`src/rtl/bcu_pkg.sv`:
```
// Shared types and constants for the binomial coefficient unit.
`timescale 1ns / 1ps

package bcu_pkg;

   // Field widths of the request and response words.
   localparam int CNT_W  = 6;
   localparam int COEF_W = 59;

   // Largest n for which the coefficient is computed rather than saturated.
   localparam logic [CNT_W-1:0] MAX_N = 6'd62;

   // Step index width: the number of steps never exceeds MAX_N / 2.
   localparam int K_W = $clog2(MAX_N / 2 + 1);

   // Width of the running product times the next factor.
   localparam int PROD_W = 64;

   // Quotient bits retired by the divider in each cycle.
   localparam int DIV_DIGIT_W = 8;

   typedef struct packed {
      logic [CNT_W-1:0] total_count;
      logic [CNT_W-1:0] choose_count;
   } req_type;

   typedef struct packed {
      logic [COEF_W-1:0] coefficient;
      logic              out_of_range;
   } rsp_type;

endpackage

```
`src/rtl/bcu_div.sv`:
```
// Iterative exact divider of a 64-bit dividend by a small step index.
`timescale 1ns / 1ps

module bcu_div (
   input  logic                        clock,
   input  logic                        reset,
   input  logic                        start,
   input  logic [bcu_pkg::PROD_W-1:0]  dividend,
   input  logic [bcu_pkg::K_W-1:0]     divisor,
   output logic                        done,
   output logic [bcu_pkg::PROD_W-1:0]  quotient
);

   localparam int DIG     = bcu_pkg::DIV_DIGIT_W;
   localparam int PW      = bcu_pkg::PROD_W;
   localparam int KW      = bcu_pkg::K_W;
   localparam int STEPS   = PW / DIG;
   localparam int STEP_W  = $clog2(STEPS);

   logic              busy_ff, busy_in;
   logic              done_ff, done_in;
   logic [STEP_W-1:0] count_ff, count_in;
   logic [KW-1:0]     rem_ff, rem_in;
   logic [PW-1:0]     num_ff, num_in;
   logic [PW-1:0]     quot_ff, quot_in;
   logic [KW-1:0]     div_ff, div_in;

   logic [KW-1:0]     rem_step;
   logic [DIG-1:0]    qbits;
   logic [KW:0]       trial;

   // Restoring division, DIG bits per cycle; the remainder stays below the divisor.
   always_comb begin
      rem_step = rem_ff;
      qbits    = '0;
      trial    = '0;
      for (int i = 0; i < DIG; i++) begin
         trial = {rem_step, num_ff[PW-1-i]};
         if (trial >= {1'b0, div_ff}) begin
            trial          = trial - {1'b0, div_ff};
            qbits[DIG-1-i] = 1'b1;
         end
         rem_step = trial[KW-1:0];
      end
   end

   always_comb begin
      busy_in  = busy_ff;
      done_in  = 1'b0;
      count_in = count_ff;
      rem_in   = rem_ff;
      num_in   = num_ff;
      quot_in  = quot_ff;
      div_in   = div_ff;
      if (start) begin
         busy_in  = 1'b1;
         count_in = '0;
         rem_in   = '0;
         num_in   = dividend;
         quot_in  = '0;
         div_in   = divisor;
      end else if (busy_ff) begin
         num_in   = num_ff << DIG;
         quot_in  = {quot_ff[PW-DIG-1:0], qbits};
         rem_in   = rem_step;
         count_in = count_ff + {{(STEP_W-1){1'b0}}, 1'b1};
         if (count_ff == STEP_W'(STEPS - 1)) begin
            busy_in = 1'b0;
            done_in = 1'b1;
         end
      end
   end

   always_ff @(posedge clock) begin
      if (reset) begin
         busy_ff  <= 1'b0;
         done_ff  <= 1'b0;
         count_ff <= '0;
      end else begin
         busy_ff  <= busy_in;
         done_ff  <= done_in;
         count_ff <= count_in;
      end
   end

   always_ff @(posedge clock) begin
      rem_ff  <= rem_in;
      num_ff  <= num_in;
      quot_ff <= quot_in;
      div_ff  <= div_in;
   end

   assign done     = done_ff;
   assign quotient = quot_ff;

endmodule

```
`src/rtl/binomial_coefficient_unit.sv`:
```
// Top level of the binomial coefficient unit: sequencer, multiplier, divider and output register.
`timescale 1ns / 1ps

// Usage:
// A request word carries n (total_count) and m (choose_count). Each request
// yields one response word with n choose m and an out_of_range flag that is
// set, with a zero coefficient, when m exceeds n. An n above MAX_N with m not
// exceeding n gives a saturated all-ones coefficient.
// The block works on one request at a time: req_ready is high only while the
// sequencer is idle. For r = min(m, n - m) the work is r multiply-divide steps;
// each step passes through the 59 x 6 multiplier and then the divider, which
// retires eight quotient bits a cycle while it runs. The trivial cases skip
// the steps; the worst case is r = 31. The next request can be taken in the
// same cycle that the response becomes valid.
// The response sits in an output register, so a stalled receiver does not
// block the next request; the sequencer only waits at its final step if the
// previous response has still not been taken.
// Synchronous reset returns the sequencer to idle and drops rsp_valid.
module binomial_coefficient_unit (
   input  logic             clock,
   input  logic             reset,
   input  logic             req_valid,
   output logic             req_ready,
   input  bcu_pkg::req_type req_data,
   output logic             rsp_valid,
   input  logic             rsp_ready,
   output bcu_pkg::rsp_type rsp_data
);

   localparam int CW = bcu_pkg::CNT_W;
   localparam int QW = bcu_pkg::COEF_W;
   localparam int KW = bcu_pkg::K_W;
   localparam int PW = bcu_pkg::PROD_W;

   localparam logic [1:0] ST_IDLE = 2'd0;
   localparam logic [1:0] ST_MUL  = 2'd1;
   localparam logic [1:0] ST_DIV  = 2'd2;
   localparam logic [1:0] ST_DONE = 2'd3;

   logic [1:0]       state_ff, state_in;
   logic [CW-1:0]    n_ff, n_in;
   logic [KW-1:0]    r_ff, r_in;
   logic [KW-1:0]    k_ff, k_in;
   logic [QW-1:0]    prod_ff, prod_in;
   bcu_pkg::rsp_type res_ff, res_in;
   logic             rsp_valid_ff, rsp_valid_in;
   bcu_pkg::rsp_type rsp_data_ff, rsp_data_in;

   logic [CW-1:0]    diff;
   logic [CW-1:0]    r_sel;
   logic [CW:0]      fac_wide;
   logic [PW-1:0]    prod_ext;
   logic [PW-1:0]    fac_ext;
   logic [PW-1:0]    mult;
   logic             div_start;
   logic             div_done;
   logic [PW-1:0]    div_quot;

   assign diff  = req_data.total_count - req_data.choose_count;
   assign r_sel = (req_data.choose_count < diff) ? req_data.choose_count : diff;

   // Next factor is n - k + 1.
   assign fac_wide = ({1'b0, n_ff} - {{(CW + 1 - KW){1'b0}}, k_ff})
                     + {{CW{1'b0}}, 1'b1};
   assign prod_ext = {{(PW - QW){1'b0}}, prod_ff};
   assign fac_ext  = {{(PW - CW){1'b0}}, fac_wide[CW-1:0]};
   assign mult     = prod_ext * fac_ext;

   bcu_div u_div (
      .clock    (clock),
      .reset    (reset),
      .start    (div_start),
      .dividend (mult),
      .divisor  (k_ff),
      .done     (div_done),
      .quotient (div_quot)
   );

   always_comb begin
      state_in     = state_ff;
      n_in         = n_ff;
      r_in         = r_ff;
      k_in         = k_ff;
      prod_in      = prod_ff;
      res_in       = res_ff;
      rsp_valid_in = rsp_valid_ff && !rsp_ready;
      rsp_data_in  = rsp_data_ff;
      div_start    = 1'b0;
      case (state_ff)
         ST_IDLE: begin
            if (req_valid) begin
               n_in    = req_data.total_count;
               r_in    = r_sel[KW-1:0];
               k_in    = {{(KW-1){1'b0}}, 1'b1};
               prod_in = {{(QW-1){1'b0}}, 1'b1};
               if (req_data.choose_count > req_data.total_count) begin
                  res_in.coefficient  = '0;
                  res_in.out_of_range = 1'b1;
                  state_in            = ST_DONE;
               end else if (req_data.total_count > bcu_pkg::MAX_N) begin
                  res_in.coefficient  = {QW{1'b1}};
                  res_in.out_of_range = 1'b0;
                  state_in            = ST_DONE;
               end else if (r_sel == '0) begin
                  res_in.coefficient  = {{(QW-1){1'b0}}, 1'b1};
                  res_in.out_of_range = 1'b0;
                  state_in            = ST_DONE;
               end else begin
                  state_in = ST_MUL;
               end
            end
         end
         ST_MUL: begin
            div_start = 1'b1;
            state_in  = ST_DIV;
         end
         ST_DIV: begin
            if (div_done) begin
               prod_in = div_quot[QW-1:0];
               if (k_ff == r_ff) begin
                  res_in.coefficient  = div_quot[QW-1:0];
                  res_in.out_of_range = 1'b0;
                  state_in            = ST_DONE;
               end else begin
                  k_in     = k_ff + {{(KW-1){1'b0}}, 1'b1};
                  state_in = ST_MUL;
               end
            end
         end
         ST_DONE: begin
            if (!rsp_valid_ff || rsp_ready) begin
               rsp_valid_in = 1'b1;
               rsp_data_in  = res_ff;
               state_in     = ST_IDLE;
            end
         end
         default: begin
            state_in = ST_IDLE;
         end
      endcase
   end

   always_ff @(posedge clock) begin
      if (reset) begin
         state_ff     <= ST_IDLE;
         rsp_valid_ff <= 1'b0;
      end else begin
         state_ff     <= state_in;
         rsp_valid_ff <= rsp_valid_in;
      end
   end

   always_ff @(posedge clock) begin
      n_ff        <= n_in;
      r_ff        <= r_in;
      k_ff        <= k_in;
      prod_ff     <= prod_in;
      res_ff      <= res_in;
      rsp_data_ff <= rsp_data_in;
   end

   assign req_ready = (state_ff == ST_IDLE);
   assign rsp_valid = rsp_valid_ff;
   assign rsp_data  = rsp_data_ff;

endmodule

```
`config.mk`:
```
export PLATFORM = sky130hd
export DESIGN_NAME = binomial_coefficient_unit
export DESIGN_NICKNAME = d
export VERILOG_FILES = /design/src/rtl/bcu_pkg.sv /design/src/rtl/bcu_div.sv /design/src/rtl/binomial_coefficient_unit.sv
export SDC_FILE = /design/constraint.sdc
export NUM_CORES = 1
export LEC_CHECK = 0
export BUFFER_PORTS_ARGS = -buffer_cell sky130_fd_sc_hd__buf_2
export CAP_MARGIN = 15
export CORE_MARGIN = 4
export CORE_UTILIZATION = 35
export CTS_CLUSTER_DIAMETER = 50
export CTS_CLUSTER_SIZE = 8
export DETAILED_ROUTE_END_ITERATION = 6
export PLACE_DENSITY = 0.51
export RECOVER_POWER = 50
export SLEW_MARGIN = 20
export SYNTH_ARGS = -nofsm -noshare
export SYNTH_HDL_FRONTEND = slang
export SYNTH_SLANG_ARGS = --single-unit
export TNS_END_PERCENT = 10
```
`constraint.sdc`:
```
create_clock -name clock -period 13.65 [get_ports clock]
set_clock_uncertainty 0.15 [all_clocks]
set_input_delay 0 -clock clock [delete_from_list [all_inputs] [get_ports clock]]
set_output_delay 0 -clock clock [all_outputs]
set_load 0.1 [all_outputs]
```
Word level (Yosys, flattened, before mapping)
Cells that the tools add are included.

Register bits after elaboration: 336. Input port bits: 16. Output and inout port bits: 62. Word-level logic and storage cells: 118.

Add/subtract/negate cells: 13. Multiply operators: 1. Magnitude comparators: 11. Eq/ne operators: 11. Mux-type cells: 48. Bitwise operators: 1. Reductions and logical operators: 16.

Operators by type and width (count): 60-bit two-way mux (6); 64-bit two-way mux (2); 60-bit one-hot mux with 2 select lines (1); 59-bit two-way mux (2); 59-bit one-hot mux with 2 select lines (1); 59-bit by 6-bit multiplier with 64-bit output (1); 5-bit two-way mux (11); 6-bit by 5-bit >= comparator with 1-bit output (8); 5-bit subtractor (8); 1-bit two-way mux (15); 2-bit two-way mux (7); 5-bit one-hot mux with 2 select lines (1); 2-bit inequality test, second input constant (4); 2-bit one-hot mux with 4 select lines (1); 6-bit by 1-bit adder with 6-bit output, second input constant (1); 6-bit greater-than comparator (1); 6-bit greater-than comparator, second input constant (1); 6-bit zero test (1); 6-bit < comparator (1); 6-bit two-way mux (1); 3-bit AND reduction (2); 6-bit by 5-bit subtractor with 6-bit output (1); 6-bit subtractor (1); 5-bit by 1-bit adder with 5-bit output, second input constant (1); other kinds (18) (22).

Longest topological paths before layout
Depth in word-level cells: 16. Mapped depth: 73. Mapped depth without buffers: 70.

By module
A second synthesis with hierarchy kept.

Cells, all modules: 2616. Area, all modules: 26686.8 sq um.

By module, submodules not included: binomial_coefficient_unit (times used 1, cells each 1929, area each 18921.9 sq um, seq. area each 5915.7 sq um); bcu_div (times used 1, cells each 687, area each 7764.9 sq um, seq. area each 3553.4 sq um).

Least setup slack after synthesis
OpenSTA, ideal clock, no wires.

Path kind: reg2reg. From: register u_div.div_ff[1]. To: register u_div.rem_ff[3]. Data arrival time: 13.900 ns. Data required time: 13.414 ns. Slack: -0.486 ns. Cell stages (with the launch flop): 68. Path through: edfxtp_1 > inv_1 > fa_1 > a211o_1 > nand3_1 > and2_1 > mux2i_1 > inv_1 > ha_1 > a41o_1 > o22a_1 > or3_1 > buf_6 > mux2_2 > ha_1 > a41o_1 > o22ai_1 > or3b_1 > [32 not listed] > ha_1 > nand2_1 > a21boi_0 > o21ai_0 > nand2b_1 > a21oi_1 > nand2_1 > nor2_2 > a31oi_2 > mux2i_1 > fa_1 > a21o_1 > a21o_1 > a21oi_1 > nor2b_1 > a2111o_2 > mux2i_1 > a211oi_1.

Longest elaborated chain between the ends: 16. Elaborated cells on any way between the ends: 24. Those cells by class: add/sub (8); order compare (8); mux (8).

Ends and longest elaborated chain: start, declared (RTL line bcu_div.sv:26) `logic [KW-1:0] div_ff, div_in;`; start signal, assigned (RTL line bcu_div.sv:90) `div_ff <= div_in;`; 5-bit subtractor or 6-bit by 5-bit >= comparator with 1-bit output (tied branches) (RTL line bcu_div.sv:40, bcu_div.sv:39); 5-bit two-way mux (RTL line bcu_div.sv:39) `if (trial >= {1'b0, div_ff}) begin`; 5-bit subtractor or 6-bit by 5-bit >= comparator with 1-bit output (tied branches) (RTL line bcu_div.sv:40, bcu_div.sv:39); 5-bit two-way mux (RTL line bcu_div.sv:39); 5-bit subtractor or 6-bit by 5-bit >= comparator with 1-bit output (tied branches) (RTL line bcu_div.sv:40, bcu_div.sv:39); 5-bit two-way mux (RTL line bcu_div.sv:39); 5-bit subtractor or 6-bit by 5-bit >= comparator with 1-bit output (tied branches) (RTL line bcu_div.sv:40, bcu_div.sv:39); 5-bit two-way mux (RTL line bcu_div.sv:39); 6-bit by 5-bit >= comparator with 1-bit output or 5-bit subtractor (tied branches) (RTL line bcu_div.sv:39, bcu_div.sv:40); 5-bit two-way mux (RTL line bcu_div.sv:39); 5-bit subtractor or 6-bit by 5-bit >= comparator with 1-bit output (tied branches) (RTL line bcu_div.sv:40, bcu_div.sv:39); 5-bit two-way mux (RTL line bcu_div.sv:39); 5-bit subtractor or 6-bit by 5-bit >= comparator with 1-bit output (tied branches) (RTL line bcu_div.sv:40, bcu_div.sv:39); 5-bit two-way mux (RTL line bcu_div.sv:39); 5-bit subtractor or 6-bit by 5-bit >= comparator with 1-bit output (tied branches) (RTL line bcu_div.sv:40, bcu_div.sv:39); 5-bit two-way mux * (RTL line bcu_div.sv:39); end signal, assigned (RTL line bcu_div.sv:87) `rem_ff <= rem_in;`; end, declared (RTL line bcu_div.sv:23) `logic [KW-1:0] rem_ff, rem_in;`.

Mark *: on every way between the ends. The rest lies on a longest branch, timed or not. A chain may end at the register's enable or synchronous reset.

Worst setup path in the final report
From: register u_div.num_ff[63]. To: register u_div.rem_ff[4].

Longest elaborated chain between the ends: 16. Elaborated cells on any way between the ends: 24. Those cells by class: add/sub (8); order compare (8); mux (8).

Ends and longest elaborated chain: start, declared (RTL line bcu_div.sv:24) `logic [PW-1:0] num_ff, num_in;`; start signal, assigned (RTL line bcu_div.sv:88) `num_ff <= num_in;`; 5-bit subtractor or 6-bit by 5-bit >= comparator with 1-bit output (tied branches) (RTL line bcu_div.sv:40, bcu_div.sv:39); 5-bit two-way mux * (RTL line bcu_div.sv:39); 5-bit subtractor or 6-bit by 5-bit >= comparator with 1-bit output (tied branches) (RTL line bcu_div.sv:40, bcu_div.sv:39); 5-bit two-way mux * (RTL line bcu_div.sv:39); 5-bit subtractor or 6-bit by 5-bit >= comparator with 1-bit output (tied branches) (RTL line bcu_div.sv:40, bcu_div.sv:39); 5-bit two-way mux * (RTL line bcu_div.sv:39); 5-bit subtractor or 6-bit by 5-bit >= comparator with 1-bit output (tied branches) (RTL line bcu_div.sv:40, bcu_div.sv:39); 5-bit two-way mux * (RTL line bcu_div.sv:39); 5-bit subtractor or 6-bit by 5-bit >= comparator with 1-bit output (tied branches) (RTL line bcu_div.sv:40, bcu_div.sv:39); 5-bit two-way mux * (RTL line bcu_div.sv:39); 6-bit by 5-bit >= comparator with 1-bit output or 5-bit subtractor (tied branches) (RTL line bcu_div.sv:39, bcu_div.sv:40); 5-bit two-way mux * (RTL line bcu_div.sv:39); 5-bit subtractor or 6-bit by 5-bit >= comparator with 1-bit output (tied branches) (RTL line bcu_div.sv:40, bcu_div.sv:39); 5-bit two-way mux * (RTL line bcu_div.sv:39); 5-bit subtractor or 6-bit by 5-bit >= comparator with 1-bit output (tied branches) (RTL line bcu_div.sv:40, bcu_div.sv:39); 5-bit two-way mux * (RTL line bcu_div.sv:39).

Marked as above.

==> PnR_summary.wiki <==
{| class="wikitable"
! Metric !! Value
|-
| Drt pass-1 iters || 5
|-
| Std cell rows || 98
|-
| Clock H-tree levels || 2
|-
| Share of the cycle needed by the critical path after routing || 96.9%
|-
| Number of ports placed on the die boundary || 78
|-
| Type of the worst min-delay path || primary input to flop
|-
| Slew HR || -160%
|-
| Number of unique standard cell types used by synthesis || 85
|-
| Syn nets || 2,921
|-
| Main flop type after synthesis || sky130_fd_sc_hd__edfxtp_1
|-
| Clock tree root buffer cell || sky130_fd_sc_hd__clkbuf_16
|-
| Top area cells in the synthesized netlist || sky130_fd_sc_hd__edfxtp_1, sky130_fd_sc_hd__fa_1, sky130_fd_sc_hd__nand2_1
|-
| Final core occ || 40.6%
|-
| Largest net degree at the start of global routing || 113
|-
| Placer Congestion || 0.841
|-
| Maxcap violations || 5
|-
| Minimum clock period || 13.23 ns
|-
| Violated checks || max-capacitance violations, max-slew violations
|-
| Number of endpoints failing setup at the final stage || 0
|-
| Final hold violation count || 0
|-
| Element type at the critical path end || flop
|-
| Slew at the pin closest to its max-slew limit || 3.90 ns
|-
| Most frequent cells in the layout || sky130_fd_sc_hd__nand2_1, sky130_fd_sc_hd__inv_1, sky130_fd_sc_hd__edfxtp_1, sky130_fd_sc_hd__fa_1, sky130_fd_sc_hd__ha_1
|-
| Post-detailed-route count of antenna-violating nets || 0
|-
| Die span in x || 276 um
|-
| Setup Crit Path Kind || flop to flop
|-
| Count of synthesis-stage warnings from yosys || 0
|-
| Vias per inst || 4.94
|-
| Sequential-to-total area share from yosys stat || 37.3%
|-
| Overall overflow remaining after global route || 0
|-
| Antenna violations before repair || 0
|-
| Bufs on Longest Clock Path || 3
|-
| CP Data Arrival Time || 13.57 ns
|-
| Total Routed Length || 63,700 um
|-
| Hold slack final || 0.105 ns
|-
| Mapped Cells || 2,531
|-
| Die Area || 76,200 um^2
|-
| Clock sink total || 336
|-
| Synthesized area divided by synthesized cell count || 9.94 um^2
|-
| Core outline area || 71,400 um^2
|-
| Post-synth ARST share || 0%
|-
| First-pass GRT wire length || 103,000 um
|-
| Critical Path RT || 13.99 ns
|-
| Share of the synthesized area in the top cell type || 31.5%
|-
| Number of pins with negative max-slew slack in the final report || 256
|-
| Leading cell type in the layout, fill and taps excluded || sky130_fd_sc_hd__nand2_1
|-
| Delay of the slowest cell on the worst path || 0.51 ns
|-
| Number of storage elements in the synthesis netlist || 336
|-
| Clock-pin transition on the worst setup and hold timing paths || 0.05 ns
|-
| Post-synth design cell area || 25,100 um^2
|-
| Die outline height || 276 um
|-
| Number of design-rule violations left by the first detailed-router iteration || 1,347
|-
| Highest-delay cell along the critical path || sky130_fd_sc_hd__a2111o_2
|-
| Max Fclk || 75.6 MHz
|-
| Syn-to-layout area delta || 15.3%
|-
| Cell type contributing the most total cell area after synthesis || sky130_fd_sc_hd__edfxtp_1
|-
| Starting utilization of the core area || 35.2%
|-
| Number of nets in the final layout || 3,033
|-
| Run status || finished, violations left
|-
| CTS Buf Count || 56
|-
| Worst-Skew Late Latency || 0.59 ns
|-
| Startpoint class of the critical path || flop
|-
| Via count of the first global-routing pass || 18,700
|-
| DRC violation count after routing || 0
|-
| Number of antenna diodes || 0
|-
| Total track usage || 16.6%
|-
| Vias after detailed routing || 17,900
|-
| Number of synthesized flops with an enable pin || 264
|-
| Fraction of final layout cells with drive strength greater than 1 || 9.17%
|-
| Maximum net fanout on the critical path || 5
|-
| Clock tree from TritonCTS || done
|-
| Wire length per cell || 17.5 um
|-
| Number of buffers inserted by port buffering || 77
|-
| Total half-perimeter wirelength after legalization and detailed placement || 46,600 um
|}
[final timing paths]
kind	cells past startpoint	slack, ns	endpoint	startpoint
max	62	0.42	u_div.rem_ff[4]	u_div.num_ff[63]
min	3	0.10	rsp_valid	reset
max reg2reg	62	0.42	u_div.rem_ff[4]	u_div.num_ff[63]
min reg2reg	0	0.26	rsp_data[51]	res_ff[51]
[flip-flops by register name (all words and copies together), names as in the netlist, 3 cells and up]
signal,flops
u_div.num_ff,64
res_ff,60
rsp_data,60
prod_ff,59
u_div.quotient,59
n_ff,6
k_ff,5
r_ff,5
u_div.div_ff,5
u_div.rem_ff,5
u_div.count_ff,3
[layer usage]
metal,part of all wire [%],vias up,track usage (%)
met3,4.3,77,2.50
met4,2.1,0,3.93
met2,47,414,27.4
li1,-,8535,-
met5,0,-,0
met1,47,8919,23.0
[critical path, delay by kind of cell, from the launching register on]
family	cells	cell delay (ns)
flip-flops	1	0.41
multiplexers	7	1.85
buffers and inverters	5	0.52
AO/OA/AOI/OAI	32	5.87
adder cells (fa/ha/maj)	9	2.71
AND/OR/NAND/NOR	9	1.60
[per-stage QoR]
| step | TNS, ns | instance area [um^2] | setup slack, ns | std cells |
|---|---|---|---|---|
| after floorplan | 0 | 25200 | 0.0123 | 2531 |
| after detailed placement | -2.53 | 26800 | -0.507 | 3492 |
| after CTS | 0 | 28800 | 0.0127 | 3614 |
| after global routing | -0.117 | 29000 | -0.0691 | 3634 |
| after global placement | -0.483 | 26800 | -0.156 | 3492 |
| final | 0 | 29000 | 0.424 | 3634 |
[repair_timing]
item	CTS	global route
pin swaps	8	32
resized for setup	15	41
setup endpoints to repair	6	6
buffers inserted	4	20
hold buffers	19	0
cloned	0	0
endpoints found under the hold margin	32	0
[cell usage after synthesis, types with 18 or more instances]
cell                       count
sky130_fd_sc_hd__xor2_1       37
sky130_fd_sc_hd__xnor2_1      61
sky130_fd_sc_hd__and2_1       32
sky130_fd_sc_hd__nand2b_1     18
sky130_fd_sc_hd__o21ai_0      92
sky130_fd_sc_hd__nor2_1      117
sky130_fd_sc_hd__fa_1        238
sky130_fd_sc_hd__mux2i_1      67
sky130_fd_sc_hd__dfxtp_1      72
sky130_fd_sc_hd__edfxtp_1    264
sky130_fd_sc_hd__ha_1        136
sky130_fd_sc_hd__inv_1       329
sky130_fd_sc_hd__a21o_1       68
sky130_fd_sc_hd__a21oi_1      99
sky130_fd_sc_hd__clkbuf_1     92
sky130_fd_sc_hd__nand2_1     568
[cells by family after synthesis]
family,after synthesis,synth area share [%]
AND/OR/NAND/NOR,845,14.2
AO/OA/AOI/OAI,365,9.66
flip-flops,336,37.3
adder cells (fa/ha/maj),374,25.7
XOR/XNOR,98,3.41
buffers and inverters,435,6.56
multiplexers,78,3.18
[cell type report]
class / instances / area (um^2)
Clock inverter: 17 / 165
Inverter: 329 / 1240
Sequential cell: 336 / 9370
Multi-Input combinational cell: 1760 / 14500
Timing Repair Buffer: 160 / 976
Clock buffer: 82 / 1550
Fill cell: 7074 / 42400
Tap cell: 950 / 1190
Power is not shown: default switching activity piles up to over one toggle a cycle in this logic, so the estimate is an artifact.
